--- src/rtl/pwmenc_pkg.sv ---
// Shared types and constants for the PWM encoder angle/speed unit.
// Holds the microcode word layout, the control program table and config indexes.
// No dependencies.
package pwmenc_pkg;

  // Default angle resolution, bits per turn
  localparam int ANGLE_BITS_DEF = 16;

  // Field widths fixed by the interface
  localparam int PULSE_BITS = 20;
  localparam int TICK_BITS  = 32;
  localparam int FRAC_BITS  = 16;
  localparam int CFG_IDX_BITS  = 1;
  localparam int CFG_DATA_BITS = 16;

  // Config register indexes
  localparam logic [CFG_IDX_BITS-1:0] REG_ABI_ENABLE = 1'd0;
  localparam logic [CFG_IDX_BITS-1:0] REG_ABI_TOP    = 1'd1;

  // Sequencer program size
  localparam int PC_BITS   = 4;

  // Datapath action of one step
  typedef enum logic [3:0] {
    A_NOP,
    A_IDLE,
    A_ADIV_INIT,
    A_DIV_STEP,
    A_CAPTURE,
    A_SPD_STORE,
    A_PRELOAD,
    A_RD_MUL,
    A_RD_SUM,
    A_EMIT
  } action_t;

  // Jump condition of one step; jump to target when true, else fall through
  typedef enum logic [2:0] {
    C_NONE,
    C_ALWAYS,
    C_NO_ITEM,
    C_READ,
    C_PERR,
    C_CNT_NZ,
    C_NO_SPEED,
    C_OUT_BUSY
  } cond_t;

  typedef struct packed {
    action_t              action;
    cond_t                cond;
    logic [PC_BITS-1:0]   target;
  } ctrl_word_t;

  // Program addresses
  localparam logic [PC_BITS-1:0] PC_IDLE     = 4'd0;
  localparam logic [PC_BITS-1:0] PC_DISPATCH = 4'd1;
  localparam logic [PC_BITS-1:0] PC_ADIV     = 4'd2;
  localparam logic [PC_BITS-1:0] PC_ALOOP    = 4'd3;
  localparam logic [PC_BITS-1:0] PC_CAPTURE  = 4'd4;
  localparam logic [PC_BITS-1:0] PC_SLOOP    = 4'd5;
  localparam logic [PC_BITS-1:0] PC_SSTORE   = 4'd6;
  localparam logic [PC_BITS-1:0] PC_PRELOAD  = 4'd7;
  localparam logic [PC_BITS-1:0] PC_RD_MUL   = 4'd8;
  localparam logic [PC_BITS-1:0] PC_RD_SUM   = 4'd9;
  localparam logic [PC_BITS-1:0] PC_EMIT     = 4'd15;

  // Control program; the emit step sits at the last address so the
  // step counter wraps back to idle after it
  function automatic ctrl_word_t rom_word(input logic [PC_BITS-1:0] pc);
    ctrl_word_t w;
    case (pc)
      PC_IDLE:     w = '{A_IDLE,      C_NO_ITEM,  PC_IDLE};
      PC_DISPATCH: w = '{A_NOP,       C_READ,     PC_RD_MUL};
      PC_ADIV:     w = '{A_ADIV_INIT, C_PERR,     PC_EMIT};
      PC_ALOOP:    w = '{A_DIV_STEP,  C_CNT_NZ,   PC_ALOOP};
      PC_CAPTURE:  w = '{A_CAPTURE,   C_NO_SPEED, PC_PRELOAD};
      PC_SLOOP:    w = '{A_DIV_STEP,  C_CNT_NZ,   PC_SLOOP};
      PC_SSTORE:   w = '{A_SPD_STORE, C_NONE,     PC_IDLE};
      PC_PRELOAD:  w = '{A_PRELOAD,   C_ALWAYS,   PC_EMIT};
      PC_RD_MUL:   w = '{A_RD_MUL,    C_NONE,     PC_IDLE};
      PC_RD_SUM:   w = '{A_RD_SUM,    C_ALWAYS,   PC_EMIT};
      PC_EMIT:     w = '{A_EMIT,      C_OUT_BUSY, PC_EMIT};
      default:     w = '{A_NOP,       C_ALWAYS,   PC_IDLE};
    endcase
    return w;
  endfunction

endpackage

--- src/rtl/pwm_encoder_angle_speed_unit.sv ---
// PWM absolute encoder decoder: angle, speed, extrapolated angle, ABI preload.
// Microcoded sequencer over a shared restoring divider and two multipliers.
// Depends on pwmenc_pkg.
//
// Channel   Direction  Handshake              Payload
// in        input      in_valid / in_stall    op, pulse_width, pulse_period, now_ticks
// out       output     out_valid / out_stall  angle_frac, speed, extrapolated_angle,
//                                             abi_preload, abi_preload_valid,
//                                             capture_count, period_error
// cfg       input      cfg_write              cfg_index, cfg_data
//
// Path to the result register: a capture runs the angle division, then the speed
// division but for the first two captures; a read multiplies and adds; a capture
// with zero period goes straight to emit. Divider: one quotient bit per cycle.
// A new item is taken once the sequencer is back at idle, while the previous
// result may still wait in the output register; a stalled output holds the emit step.
// rst is synchronous, active high; it clears state, config and the sequencer.
module pwm_encoder_angle_speed_unit #(
  parameter int ANGLE_BITS = pwmenc_pkg::ANGLE_BITS_DEF
) (
  input  logic                                 clk,
  input  logic                                 rst,
  // input channel
  input  logic                                 in_valid,
  output logic                                 in_stall,
  input  logic                                 op,
  input  logic [pwmenc_pkg::PULSE_BITS-1:0]    pulse_width,
  input  logic [pwmenc_pkg::PULSE_BITS-1:0]    pulse_period,
  input  logic [pwmenc_pkg::TICK_BITS-1:0]     now_ticks,
  // output channel
  output logic                                 out_valid,
  input  logic                                 out_stall,
  output logic [pwmenc_pkg::FRAC_BITS-1:0]     angle_frac,
  output logic signed [pwmenc_pkg::TICK_BITS-1:0] speed,
  output logic [pwmenc_pkg::FRAC_BITS-1:0]     extrapolated_angle,
  output logic [pwmenc_pkg::FRAC_BITS-1:0]     abi_preload,
  output logic                                 abi_preload_valid,
  output logic [pwmenc_pkg::TICK_BITS-1:0]     capture_count,
  output logic                                 period_error,
  // config port
  input  logic                                 cfg_write,
  input  logic [pwmenc_pkg::CFG_IDX_BITS-1:0]  cfg_index,
  input  logic [pwmenc_pkg::CFG_DATA_BITS-1:0] cfg_data
);

  localparam int SHIFT = pwmenc_pkg::TICK_BITS - ANGLE_BITS;
  localparam int TB    = pwmenc_pkg::TICK_BITS;
  localparam int PB    = pwmenc_pkg::PULSE_BITS;
  localparam int FB    = pwmenc_pkg::FRAC_BITS;
  localparam int CNT_BITS = $clog2(TB);

  // Angle to 16-bit turn fraction
  function automatic logic [FB-1:0] frac16(input logic [ANGLE_BITS-1:0] a);
    logic [TB-1:0] t;
    t = {a, {SHIFT{1'b0}}};
    return t[TB-1 -: FB];
  endfunction

  // Sequencer
  logic [pwmenc_pkg::PC_BITS-1:0] pc;
  logic [pwmenc_pkg::PC_BITS-1:0] pc_next;
  pwmenc_pkg::ctrl_word_t         ctrl;
  logic                           jump;
  logic [CNT_BITS-1:0]            cnt;

  // Latched item
  logic            op_r;
  logic [PB-1:0]   width_r;
  logic [PB-1:0]   period_r;
  logic [TB-1:0]   now_r;

  // Shared divider: remainder, dividend/quotient shifter, divisor
  logic [TB:0]     rem;
  logic [TB-1:0]   dq;
  logic [TB-1:0]   dsr;
  logic            neg_r;

  // Block state
  logic [ANGLE_BITS-1:0] last_angle;
  logic [TB-1:0]         speed_est;
  logic [TB-1:0]         last_ts;
  logic [TB-1:0]         captures;
  logic                  abi_enable;
  logic [FB-1:0]         abi_top;

  // Work registers
  logic [TB-1:0]   prod;
  logic [FB-1:0]   ext_r;
  logic [FB-1:0]   preload_r;
  logic            pvalid_r;
  logic            perr_r;

  // Datapath combinational terms
  logic [TB:0]           rem_shift;
  logic                  rem_ge;
  logic [TB:0]           rem_step;
  logic [ANGLE_BITS-1:0] ang_new;
  logic [ANGLE_BITS-1:0] ang_diff;
  logic [TB-1:0]         scaled;
  logic [TB-1:0]         mag;
  logic [TB-1:0]         dt;
  logic [TB-1:0]         captures_inc;
  logic [ANGLE_BITS+FB-1:0] preload_prod;
  logic [TB-1:0]         ext_sum;
  logic                  out_busy;

  assign in_stall = rst || (pc != pwmenc_pkg::PC_IDLE);
  assign out_busy = out_valid && out_stall;

  // One divider step: shift in next dividend bit, subtract when it fits
  always_comb begin
    rem_shift = {rem[TB-1:0], dq[TB-1]};
    rem_ge    = (rem_shift >= {1'b0, dsr});
    rem_step  = rem_ge ? (rem_shift - {1'b0, dsr}) : rem_shift;
  end

  // Datapath terms: new angle, wrapped difference, elapsed ticks, preload product, read sum
  always_comb begin
    ang_new      = dq[ANGLE_BITS-1:0];
    ang_diff     = ang_new - last_angle;
    scaled       = {ang_diff, {SHIFT{1'b0}}};
    mag          = scaled[TB-1] ? (~scaled + 1'b1) : scaled;
    dt           = now_r - last_ts;
    captures_inc = captures + 1'b1;
    preload_prod = last_angle * abi_top;
    ext_sum      = {last_angle, {SHIFT{1'b0}}} + prod;
  end

  // Next step
  always_comb begin
    ctrl = pwmenc_pkg::rom_word(pc);
    case (ctrl.cond)
      pwmenc_pkg::C_NONE:     jump = 1'b0;
      pwmenc_pkg::C_ALWAYS:   jump = 1'b1;
      pwmenc_pkg::C_NO_ITEM:  jump = !in_valid;
      pwmenc_pkg::C_READ:     jump = op_r;
      pwmenc_pkg::C_PERR:     jump = (period_r == '0);
      pwmenc_pkg::C_CNT_NZ:   jump = (cnt != '0);
      pwmenc_pkg::C_NO_SPEED: jump = (captures_inc <= TB'(2));
      pwmenc_pkg::C_OUT_BUSY: jump = out_busy;
      default:                jump = 1'b0;
    endcase
    pc_next = jump ? ctrl.target : (pc + 1'b1);
  end

  // State, datapath and output registers
  always_ff @(posedge clk) begin
    if (rst) begin
      pc         <= pwmenc_pkg::PC_IDLE;
      out_valid  <= 1'b0;
      last_angle <= '0;
      speed_est  <= '0;
      last_ts    <= '0;
      captures   <= '0;
      abi_enable <= 1'b0;
      abi_top    <= '0;
    end else begin
      pc <= pc_next;

      // config writes
      if (cfg_write) begin
        case (cfg_index)
          pwmenc_pkg::REG_ABI_ENABLE: abi_enable <= cfg_data[0];
          pwmenc_pkg::REG_ABI_TOP:    abi_top    <= cfg_data;
          default: ;
        endcase
      end

      // output register drains; the emit step reloads it itself
      if (out_valid && !out_stall && ctrl.action != pwmenc_pkg::A_EMIT) begin
        out_valid <= 1'b0;
      end

      case (ctrl.action)
        pwmenc_pkg::A_IDLE: begin
          if (in_valid) begin
            op_r      <= op;
            width_r   <= pulse_width;
            period_r  <= pulse_period;
            now_r     <= now_ticks;
            preload_r <= '0;
            pvalid_r  <= 1'b0;
            perr_r    <= !op && (pulse_period == '0);
          end
        end
        pwmenc_pkg::A_ADIV_INIT: begin
          // width at or above period gives a full turn, which wraps to zero
          rem <= (width_r >= period_r) ? '0 : (TB+1)'(width_r);
          dq  <= '0;
          dsr <= TB'(period_r);
          cnt <= CNT_BITS'(ANGLE_BITS - 1);
        end
        pwmenc_pkg::A_DIV_STEP: begin
          rem <= rem_step;
          dq  <= {dq[TB-2:0], rem_ge};
          if (cnt != '0) begin
            cnt <= cnt - 1'b1;
          end
        end
        pwmenc_pkg::A_CAPTURE: begin
          // set up speed division from old state, then commit new state
          rem        <= '0;
          dq         <= mag;
          dsr        <= (dt == '0) ? TB'(1) : dt;
          neg_r      <= scaled[TB-1];
          cnt        <= CNT_BITS'(TB - 1);
          captures   <= captures_inc;
          last_ts    <= now_r;
          last_angle <= ang_new;
        end
        pwmenc_pkg::A_SPD_STORE: begin
          speed_est <= neg_r ? (~dq + 1'b1) : dq;
        end
        pwmenc_pkg::A_PRELOAD: begin
          pvalid_r  <= abi_enable;
          preload_r <= abi_enable ? preload_prod[ANGLE_BITS +: FB] : '0;
        end
        pwmenc_pkg::A_RD_MUL: begin
          prod <= speed_est * dt;
        end
        pwmenc_pkg::A_RD_SUM: begin
          ext_r <= frac16(ext_sum[TB-1:SHIFT]);
        end
        pwmenc_pkg::A_EMIT: begin
          if (!out_busy) begin
            out_valid          <= 1'b1;
            angle_frac         <= frac16(last_angle);
            speed              <= speed_est;
            extrapolated_angle <= op_r ? ext_r : frac16(last_angle);
            abi_preload        <= preload_r;
            abi_preload_valid  <= pvalid_r;
            capture_count      <= captures;
            period_error       <= perr_r;
          end
        end
        default: ;
      endcase
    end
  end

endmodule

--- config.mk ---
export PLATFORM = sky130hd
export DESIGN_NAME = pwm_encoder_angle_speed_unit
export DESIGN_NICKNAME = d
export VERILOG_FILES = /design/src/rtl/pwmenc_pkg.sv /design/src/rtl/pwm_encoder_angle_speed_unit.sv
export SDC_FILE = /design/constraint.sdc
export NUM_CORES = 2
export LEC_CHECK = 0
export BUFFER_PORTS_ARGS = -buffer_cell sky130_fd_sc_hd__buf_4
export CAP_MARGIN = 20
export CORE_UTILIZATION = 55
export DETAILED_ROUTE_END_ITERATION = 6
export GPL_TIMING_DRIVEN = 0
export PLACE_DENSITY = 0.72
export SLEW_MARGIN = 20
export SYNTH_ARGS = -nofsm -noshare
export SYNTH_HDL_FRONTEND = slang
export SYNTH_SLANG_ARGS = --single-unit
--- constraint.sdc ---
create_clock -name clk -period 36.7 [get_ports clk]
set_clock_uncertainty 0.1 [all_clocks]
set_input_delay 3.67 -clock clk [delete_from_list [all_inputs] [get_ports clk]]
set_output_delay 3.67 -clock clk [all_outputs]
set_load 0.05 [all_outputs]
==> reports/qor.csv <==
metric,value,unit
data arrival time of the worst path,12.93,ns
cell row count,106,
CP max stage cell,xor2_1,
final hold vios,0,
Fin Setup TNS,0,ns
H-tree Lvls,2,
Wirelength per Cell,21.16,um
Final Cell Area,0.05184,mm^2
Via density,5.628,
# Post-CTS Setup Buffers,0,
Die Wd,292.9,um
Post-CTS Resized,0,
Slew HR,0.1563,
Pre-antenna DRT Iters,5,
Post-synth top cells,"inv_1 (814), nand2_1 (743), fa_1 (604)",
RSZ-0062 raised after global routing,false,
Nets,6176,
"Warnings, synthesis",0,
Cells after Synth,4820,
# IOs,211,
Layout Area Growth over Synthesis,11.36,%
first-pass GRT wire length,204900,um
maximum vdd drop,0.1098,mV
ys async rst share,0,
CTS Hold Bufs,0,
Fillers,7004,
Worst Path Buf+Inv,6,
I/O Buffers,209,
startpoint types,register,
worst min-delay path category,reg -> reg,
Most Crowded Layer GR,met2,
total CTS buffers,51,
CTS tree,done,
Setup CP Type,reg -> reg,
met1 Resource Use GR,0.4309,
Synth area leader,fa_1,
Setup-failing EPs final,0,
Post-synth EDFFs,339,
combinational share of power,0.637,
#FFs+latches synth,484,
register area share after synthesis,0.2810,
share of cells above drive strength 1,0.07640,
Net Sw Power,1.748,mW
total track usage,0.3155,
maximum clock path buffer count,3,
final core utilization,0.6194,
CTS sink cnt,484,
WP data required,37.04,ns
Stages on worst setup path,40,
met3 Resource Use GR,0.08033,
Worst-path clk slew,0.06,ns
DR vias,35490,
RD Place Congestion,0.9653,
highest clock rate,79.39,MHz
CP Max Fanout,10,
cell with the most instances after synthesis,inv_1,
Final Power,3.745,mW
global route overflow,0,
WHS Path Cells,0,
sw frac,0.4667,
Max Cap Viol,0,
max incr delay on CP,0.60,ns
clock root buffer,clkbuf_16,
WL final,133400,um
"Avg Cell Area, Syn",9.658,um^2
"Min Clock Period, post-route",12.60,ns
final period utilization,0.3432,
grt met2 use,0.4818,
Placed Area,0.05003,mm^2
Clk network pwr share,0.149,
net count after synthesis,5868,
PD cells,72.24,mW/mm^2
status,"complete, no violations",
Die Y,292.9,um
Worst setup EP type,register,
worst reg-to-reg path cell count,40,
# DRC,0,
Flop pwr share,0.214,
static leakage,23.79,nW
Post-Syn Area,0.04655,mm^2
initial drt markers,3061,
vias in the first global route,35840,
die area,0.08580,mm^2
Initial Util,0.5562,
top_reg_cell synth,edfxtp_1,
initial antenna violation count,5,
HPWL Detailed,107300,um
Synth cell types,81,
Synth area leaders,"fa_1 (26%), edfxtp_1 (22%), ha_1 (9.4%)",
"CP delay by family, top",adder cells,
internal power,1.997,mW
"most used cell, CP",xnor2_1,
largest net degree at the start of global routing,33,
clk_lat worst skew,0.64,ns
core area,0.08369,mm^2
top-area cell type share of the netlist area,0.2598,
post-route ant nets,0,
Worst-Margin Slew,1.257,ns
Final Max Slew Viols,0,
## sequential cells by signal (all words and copies together) (netlist names), 4 cells and up
signal and cells:
capture_count 32, captures 32, dq 32, dsr 32, last_ts 32, now_r 32, rem 32, speed 32
speed_est 32, period_r 20, width_r 20, abi_preload 16, abi_top 16, angle_frac 16, ext_r 16, extrapolated_angle 16
last_angle 16, preload_r 16, prod 16, ctrl 11, cnt 5, pc 4
## through the flow
stage	instances	hold WS (ns)	setup WS (ns)
4_1_cts	6304	0.3183	24.28
6_report	6305	0.3179	24.10
5_1_grt	6304	0.3227	23.70
3_5_place_dp	6209	0.3045	24.35
3_3_place_gp	6163	0.3027	12.62
2_1_floorplan	4820	0.3003	20.07
## layout by cell type, fill, tap and decap left out, types with 112 or more instances in the layout
| master | instances |
|---|---|
| dfxtp_1 | 145 |
| a21oi_1 | 177 |
| and2_1 | 302 |
| nand2_1 | 743 |
| ha_1 | 349 |
| nor2_1 | 192 |
| clkbuf_1 | 221 |
| edfxtp_1 | 339 |
| o21ai_0 | 112 |
| fa_1 | 604 |
| inv_1 | 813 |
| buf_4 | 226 |
## final timing paths
kind	start	endpoint	slack [ns]
max reg2reg	now_r[0]	prod[31]	24.10
max	now_r[0]	prod[31]	24.10
min	preload_r[8]	abi_preload[8]	0.32
min reg2reg	preload_r[8]	abi_preload[8]	0.32
## power groups by stage
| stage | combinational [mW] | clock (mW) | sequential, mW |
|---|---|---|---|
| after floorplan | 1.59 | 0 | 0.794 |
| final | 2.39 | 0.559 | 0.801 |
| after global placement | 2.28 | 0 | 0.825 |
| after detailed placement | 2.35 | 0 | 0.807 |
| after CTS | 2.37 | 0.565 | 0.798 |
| after global routing | 2.61 | 0.585 | 0.806 |
## final cells by class
cell class / instances / area [um^2] / share of cell area
inverters: 816 / 3063 / 0.05908
repair buffers: 255 / 1936 / 0.03734
clock inverters: 23 / 331.6 / 0.006396
multi-input cells: 3291 / 29650 / 0.5719
clock buffers: 72 / 1469 / 0.02834
plain buffers: 229 / 889.6 / 0.01716
well taps: 1134 / 1419 / 0.02737
flip-flops and latches: 484 / 13080 / 0.2524
diodes: 1 / 2.502 / 0.00004827
## layer usage
layer / wire, um / share of wire
met5: 31 / 0.00023
met4: 5990 / 0.045
met3: 14540 / 0.11
met2: 58230 / 0.44
met1: 54600 / 0.41
## kinds of logic (layout without fill, tap and decap cells)
family,after synthesis,in the layout,share of synthesized area
simple gates,1535,1535,0.1556
flops,484,484,0.2810
xor+xnor,219,219,0.04255
compound gates,551,551,0.07518
fa+ha+maj,953,953,0.3536
mux,33,33,0.007150
other cells,0,1,0
buf+inv,1045,1395,0.08491
(Power assumes the default switching activity.)
